==> src/design/mqf_pkg.sv <==
// Package for the message queue FIFO: beat payload structs, op and status codes,
// register indexes and the command and status structs between controller and datapath.
// No dependencies.
package mqf_pkg;

   // fixed field widths
   localparam int BYTE_W  = 8;
   localparam int LEN_W   = 7;
   localparam int CNT_W   = 5;
   localparam int OP_W    = 2;
   localparam int STAT_W  = 2;
   localparam int CSR_IDX_W  = 1;
   localparam int CSR_DATA_W = 7;

   // operation codes
   localparam logic [OP_W-1:0] OP_SEND  = 2'd0;
   localparam logic [OP_W-1:0] OP_RECV  = 2'd1;
   localparam logic [OP_W-1:0] OP_CLEAR = 2'd2;

   // result status codes
   localparam logic [STAT_W-1:0] STAT_OK    = 2'd0;
   localparam logic [STAT_W-1:0] STAT_FULL  = 2'd1;
   localparam logic [STAT_W-1:0] STAT_BIG   = 2'd2;
   localparam logic [STAT_W-1:0] STAT_EMPTY = 2'd3;

   // register indexes and reset values
   localparam logic [CSR_IDX_W-1:0] CSR_MAX_MESSAGES = 1'd0;
   localparam logic [CSR_IDX_W-1:0] CSR_MAX_MSG_SIZE = 1'd1;
   localparam logic [CNT_W-1:0]     MAX_MESSAGES_RST = 5'd16;
   localparam logic [LEN_W-1:0]     MAX_MSG_SIZE_RST = 7'd64;

   typedef struct packed {
      logic [OP_W-1:0]   op;
      logic [BYTE_W-1:0] data;
      logic              last;
      logic [LEN_W-1:0]  limit;
   } req_type;

   typedef struct packed {
      logic [STAT_W-1:0] status;
      logic              data_valid;
      logic [BYTE_W-1:0] byte_out;
      logic              end_of_run;
      logic [LEN_W-1:0]  msg_length;
      logic [CNT_W-1:0]  msg_count;
   } rsp_type;

   // controller to datapath
   typedef struct packed {
      logic send;       // store one send byte
      logic clear;      // reset pointers and count
      logic nop;        // unused op, plain ok result
      logic empty_rsp;  // receive on an empty queue
      logic rx_start;   // capture receive limit
      logic rx_len;     // length word is readable
      logic rx_byte;    // one message byte is readable
   } cmd_type;

   // datapath to controller
   typedef struct packed {
      logic empty;      // no committed message
      logic zero_len;   // receive emits no bytes
      logic byte_last;  // current byte ends the receive
   } stat_type;

endpackage

==> src/design/mqf_ctrl.sv <==
// Controller for the message queue FIFO: decodes accepted beats and sequences a receive.
// Depends on mqf_pkg.
module mqf_ctrl import mqf_pkg::*; (
   input  logic     clock,
   input  logic     reset,
   input  logic     start,
   input  logic [OP_W-1:0] op,
   input  stat_type stat,
   output logic     busy,
   output cmd_type  cmd
);

   typedef enum logic [1:0] {
      ST_IDLE,
      ST_RX_LEN,
      ST_RX_BYTES
   } state_type;

   state_type state_ff;
   state_type state_in;
   logic      busy_ff;
   logic      busy_in;
   logic      accept;

   assign accept = start && !busy_ff;
   assign busy   = busy_ff;

   // decode commands and next state
   always_comb begin
      cmd      = '0;
      state_in = state_ff;
      case (state_ff)
         ST_IDLE: begin
            if (accept) begin
               case (op)
                  OP_SEND:  cmd.send  = 1'b1;
                  OP_CLEAR: cmd.clear = 1'b1;
                  OP_RECV: begin
                     if (stat.empty) begin
                        cmd.empty_rsp = 1'b1;
                     end else begin
                        cmd.rx_start = 1'b1;
                        state_in     = ST_RX_LEN;
                     end
                  end
                  default:  cmd.nop = 1'b1;
               endcase
            end
         end
         ST_RX_LEN: begin
            cmd.rx_len = 1'b1;
            state_in   = stat.zero_len ? ST_IDLE : ST_RX_BYTES;
         end
         ST_RX_BYTES: begin
            cmd.rx_byte = 1'b1;
            if (stat.byte_last) begin
               state_in = ST_IDLE;
            end
         end
         default: state_in = ST_IDLE;
      endcase
      busy_in = (state_in != ST_IDLE);
   end

   // hold state and busy
   always_ff @(posedge clock) begin
      if (reset) begin
         state_ff <= ST_IDLE;
         busy_ff  <= 1'b0;
      end else begin
         state_ff <= state_in;
         busy_ff  <= busy_in;
      end
   end

endmodule

==> config.mk <==
export PLATFORM = sky130hd
export DESIGN_NAME = mqf_ctrl
export DESIGN_NICKNAME = d
export VERILOG_FILES = /design/src/design/mqf_pkg.sv /design/src/design/mqf_ctrl.sv
export SDC_FILE = /design/constraint.sdc
export NUM_CORES = 1
export LEC_CHECK = 0
export BUFFER_PORTS_ARGS = -buffer_cell sky130_fd_sc_hd__buf_2
export CORE_AREA = 2 2 39 41
export CTS_BUF_LIST = sky130_fd_sc_hd__clkbuf_8
export CTS_CLUSTER_DIAMETER = 40
export CTS_CLUSTER_SIZE = 24
export DETAILED_ROUTE_END_ITERATION = 10
export DIE_AREA = 0 0 41 43
export GPL_TIMING_DRIVEN = 0
export PLACE_DENSITY = 0.35
export SETUP_SLACK_MARGIN = 0.15
export SYNTH_ARGS = -nofsm -noshare
export SYNTH_HDL_FRONTEND = slang
export SYNTH_SLANG_ARGS = --single-unit
==> constraint.sdc <==
create_clock -name clock -period 2 [get_ports clock]
set_input_delay 0.2 -clock clock [delete_from_list [all_inputs] [get_ports clock]]
set_output_delay 0.2 -clock clock [all_outputs]
set_load 0.005 [all_outputs]
==> metrics.yaml, run 1 <==
clocking:
  clkSlewWorstSetupHoldPaths_ns: 0.03
  cts_tree: "built"
  cts-htree-levels: 1
  clock_latency_ns: 0.21
  cts_hold_buf: 0
  post_cts_resized: 0
  cts.sink_count: 3
  cts_root_buf: "clkbuf_8"
  numCtsBuffers: 3
  post_cts_buffers: 0
  cts_buffer_depth: 2
sta:
  setup_viol: 0
  rsz0062_at_grt: "false"
  finalCritPeriodShare: 0.791
  report.final.slew_viol_count: 0
  fmax_mhz: 632
  setup_slack_ns: 0.419
  fin_crit_ns: 1.58
  final.setup.tns_ns: 0
  slew-limit-headroom: 0.787
  hold_viol: 0
  holdWs_ns: 0.212
  tightest_slew_ns: 0.318
  clock_skew_ns: 0.000723
worst_setup_path:
  worst_ep_required_time_ns: 1.80
  path_cells: "nor4b_4 -> nand2b_2 -> nor3b_1 -> buf_2"
  cp-end-kind: "output port"
  crit_slowest_cell: "nor4b_4"
  r2r_slack_ns: 0.85
  crit_fanout: 4
  arrival_ns: 1.38
  crit_type: "flop to output port"
  cp-start-kind: "flop"
  cpLargestDelayFamily: "simple AND/OR/NAND/NOR gates"
  max_stage_delay_ns: 0.38
  critPathBufInv: 1
floorplan:
  die_y_um: 43
  core_area_um2: 1380
  io_pins: 16
  start_util: 0.137
  die-area_um2: 1760
  fp-row-count: 14
  die-width_um: 41
final_layout:
  drive_above_1_share: 0.512
  fin_area_um2: 330
  fin_util: 0.239
  diodes: 0
  nNetsFinal: 50
  area_delta_synth_final_pct: 73.7
placement:
  portBuffers: 15
  pre_cts_ws_ns: 0.628
  place.gp.congestion: 0.650
  dpl.hpwl_um: 379
  placed_area_um2: 285
grt:
  grt_max_degree: 8
  grtUsageTotal: 0.0671
  first_global_vias: 214
  grt_pass1_wl_um: 731
  overflow: 0
  antenna_found_initial: 0
routing:
  dr.first_iter.drc_count: 1
  detail-route-antenna-nets: 0
  via_per_inst: 3.72
  vias: 212
  drt_wl_total_um: 488
  post-route-drc-count: 0
  routedWlPerCell_um: 8.56
  first_pass_iters: 6
run_status:
  status: "complete, no violations"
power_and_ir_drop:
  vdd_ir_drop_max_mv: 0.156
  p_leak_nw: 0.182
  power_density_nw_per_um2: 784
yosys:
  syn_nets: 30
  synth_area_per_cell_um2: 8.64
  synthesis.area_um2: 190
  yosysWarnings: 0
  netlist_instances: 22
  synthTopCellsByArea: "dfxtp_1, nor4b_4, nor2_1, nor4b_2, nand2b_2"
  synth_top_area_frac: 0.316
  synth_top_cell_by_area: "dfxtp_1"
  ys_ff_latch: 3
  yosysUniqueCellTypes: 14
  ys_seq_area_frac: 0.316
worst_hold_path:
  holdCritPathClass: "primary input to flop"
job:
  drv_cap: 0
==> routing by layer <==
| metal | up-vias | part of all wire | track usage |
|---|---|---|---|
| met5 | - | 0 | 0 |
| met4 | 0 | 0 | 0.0800 |
| met3 | 0 | 0.16 | 0.0314 |
| met2 | 16 | 0.36 | 0.0875 |
| met1 | 84 | 0.47 | 0.0671 |
| li1 | 112 | - | - |
==> through the flow <==
step	cells	total power [mW]
floorplan	22	0.0760
global placement	53	0.0912
detailed placement	53	0.0919
CTS	57	0.265
global route	57	0.270
finish	57	0.259
==> registers in the layout, summed over array words and instances (netlist names) <==
name and flops:
busy 1, state_ff 2
==> cell usage after synthesis <==
| library cell | count |
|---|---|
| nand2b_2 | 1 |
| nand2_1 | 2 |
| nor4b_4 | 1 |
| nor4b_2 | 1 |
| o21ai_0 | 1 |
| inv_1 | 2 |
| nand4b_1 | 1 |
| nor3b_1 | 1 |
| nor2b_1 | 1 |
| and3_1 | 1 |
| nor2_1 | 5 |
| dfxtp_1 | 3 |
| a22oi_1 | 1 |
| and2b_1 | 1 |
==> report_power, final <==
part / total (mW) / internal [mW] / switching (mW)
logic: 0.0287 / 0.0151 / 0.0136
clock network: 0.168 / 0.130 / 0.0376
registers: 0.0623 / 0.0613 / 0.00100
==> area by class of cell <==
cell class / instances / area [um^2]
Tap cell: 16 / 20.0
Timing Repair Buffer: 15 / 75.1
Clock inverter: 1 / 3.75
Multi-Input combinational cell: 17 / 123
Clock buffer: 3 / 41.3
Inverter: 2 / 7.51
Sequential cell: 3 / 60.1
Fill cell: 165 / 1050
==> cell usage in the layout, fill, tap and decap left out <==
cell type / n
inv_1: 3
nor2_1: 5
buf_2: 15
nor2b_1: 1
a22oi_1: 1
dfxtp_1: 3
and2b_1: 1
nand2b_2: 1
nand2_1: 2
o21ai_0: 1
clkbuf_8: 3
and3_1: 1
nor4b_4: 1
nor3b_1: 1
nor4b_2: 1
nand4b_1: 1
==> logic make-up (layout without fill, tap and decap cells) <==
kind of cell,after synthesis,count (layout),share of synthesized area
AO/OA/AOI/OAI,2,2,0.0658
buffers and inverters,2,21,0.0395
flip-flops,3,3,0.316
AND/OR/NAND/NOR,15,15,0.579
==> worst paths after layout <==
check              startpoint          end  cells after the start
hold reg to reg          busy  state_ff[0]                      3
setup / recovery  state_ff[1]       cmd[2]                      4
setup reg to reg  state_ff[1]  state_ff[0]                      3
hold / removal          reset  state_ff[1]                      2
(Power assumes the default switching activity.)
==> inputs of run 2 (changes only) <==
Settings changed: PLACE_DENSITY 0.35 to 0.36.
Clock period 2 ns to 1.3 ns, I/O delays scaled along.
==> metrics.yaml, run 2 (same netlist as run 1, synthesis figures left out) <==
power_and_ir_drop:
  p_leak_nw: 0.200  # +9.8%
  vdd_ir_drop_max_mv: 0.332  # +110%
  p_int_mw: 0.328  # +58%
  swShare: 0.206  # +0.00457
  clock_power_share: 0.629  # -0.020
  p_seq_frac: 0.233  # -0.008
  total_power_mw: 0.413  # +59%
  switchingPower_mw: 0.0851  # +63%
  combPwrFrac: 0.138  # +0.027
  power_density_nw_per_um2: 1120  # +43%
sta:
  final.setup.tns_ns: -0.524  # -0.524 ns
  report.final.slew_viol_count: 0  # unchanged
  clock_skew_ns: 0.000621  # -0.000102 ns
  tightest_slew_ns: 0.266  # -0.0520 ns
  fin_crit_ns: 1.42
  setup_slack_ns: -0.118  # -0.537 ns
  rsz0062_at_grt: "true"
  finalCritPeriodShare: 1.09
  setup_viol: 5  # +5
  slew-limit-headroom: 0.822  # +0.0348
  holdWs_ns: 0.135  # -0.0765 ns
  fmax_mhz: 705
  hold_viol: 0  # unchanged
routing:
  routedWlPerCell_um: 8.70  # +1.6%
  drt_wl_total_um: 522  # +7.0%
  via_per_inst: 3.87  # +4.0%
  vias: 232  # +9.4%
  post-route-drc-count: 0  # unchanged
  dr.first_iter.drc_count: 0  # -1
  first_pass_iters: 1  # -5
  detail-route-antenna-nets: 0  # unchanged
worst_setup_path:
  crit_fanout: 3  # -1
  crit_type: "flop to output port"
  arrival_ns: 1.29  # -0.09 ns
  cp-start-kind: "flop"
  path_cells: "nor4b_4 -> buf_4 -> and3_1 -> buf_2"
  cp-end-kind: "output port"
  crit_slowest_cell: "nor4b_4"
  worst_ep_required_time_ns: 1.17  # -0.63 ns
  max_stage_delay_ns: 0.33  # -0.05 ns
grt:
  antenna_found_initial: 0  # unchanged
  grtUsageTotal: 0.0802  # +0.0131
  overflow: 0  # unchanged
  first_global_vias: 218  # +1.9%
  grt_pass1_wl_um: 855  # +17%
  grt_max_degree: 8  # unchanged
floorplan:
  fp-row-count: 14  # unchanged
  die_y_um: 43  # unchanged
  start_util: 0.137  # unchanged
  die-area_um2: 1760  # unchanged
  io_pins: 16  # unchanged
  die-width_um: 41  # unchanged
  core_area_um2: 1380  # unchanged
clocking:
  clock_latency_ns: 0.21  # about the same
  cts.sink_count: 3  # unchanged
  numCtsBuffers: 3  # unchanged
  cts_hold_buf: 0  # unchanged
  cts-htree-levels: 1  # unchanged
  cts_tree: "built"
  cts_buffer_depth: 2  # unchanged
  clkSlewWorstSetupHoldPaths_ns: 0.03  # about the same
  cts_root_buf: "clkbuf_8"
final_layout:
  fin_area_um2: 369  # +12%
  top_register: "state_ff"
  num-fill-cells: 160  # -3.0%
  area_delta_synth_final_pct: 94.1
  multi_input_area_um2: 133  # +8.2%
  drive_above_1_share: 0.659  # +0.147
  layout_common_cells: "buf_2, nor2_1, inv_1, clkbuf_8"
  largest_register_ffs: 2  # unchanged
  fin_util: 0.267  # +0.0280
  diodes: 0  # unchanged
  nNetsFinal: 53  # +6.0%
  final_common_cell: "buf_2"
  finalNonFillerCells: 60  # +5.3%
  seq_area_um2: 62.6  # +4.2%
placement:
  pre_cts_ws_ns: -0.0263  # -0.654 ns
  portBuffers: 15  # unchanged
  dpl.hpwl_um: 386  # +1.6%
  placed_area_um2: 285  # unchanged
  place.gp.congestion: 0.600  # -7.6%
  dp.cells: 53  # unchanged
run_status:
  violations: "setup timing"
  status: "finished with violations"
job:
  drv_cap: 0  # unchanged
worst_hold_path:
  holdCritPathClass: "primary input to flop"
[run 2: critical path, delay by kind of cell (launching register included)]
kind | cells | cell delay, ns
flops | 1 | 0.32
simple gates | 2 | 0.48
buf+inv | 2 | 0.28
[run 2: timing repair]
item,in CTS,in global routing
buffers inserted,3,0
resized for setup,4,3
endpoints found under the hold margin,0,0
endpoints found under the setup margin,6,7
pin swaps,4,1
[run 2: cell type report]
| type | instances | share of cell area |
|---|---|---|
| multi-input combinational | 17 | 0.359 |
| clock buffer | 3 | 0.112 |
| inverter | 2 | 0.0203 |
| clock inverter | 1 | 0.0102 |
| timing repair buffer | 18 | 0.275 |
| sequential | 3 | 0.169 |
| tap | 16 | 0.0542 |
[run 2: power by group through the flow]
stage	sequential [mW]	clock, mW	combinational (mW)
after floorplan	0.0971	0	0.0198
after global placement	0.0971	0	0.0454
after detailed placement	0.0972	0	0.0443
after CTS	0.0963	0.268	0.0553
after global routing	0.0964	0.285	0.0626
final	0.0962	0.260	0.0568
[run 2: path summary, 6_finish.rpt]
kind            endpoint  cells past startpoint  slack, ns         from
max               cmd[4]                      4      -0.12         busy
min          state_ff[0]                      2       0.14        reset
max reg2reg  state_ff[0]                      5          0         busy
min reg2reg  state_ff[1]                      3       0.68  state_ff[0]
[run 2: layer usage]
layer | up-vias | wire, um | part of all wire | GRT usage
met5 | - | 0 | 0 | 0
met4 | 0 | 0 | 0 | 0.0800
met3 | 0 | 81 | 0.16 | 0.0471
met2 | 16 | 205 | 0.39 | 0.100
met1 | 98 | 235 | 0.45 | 0.0865
li1 | 118 | - | - | -
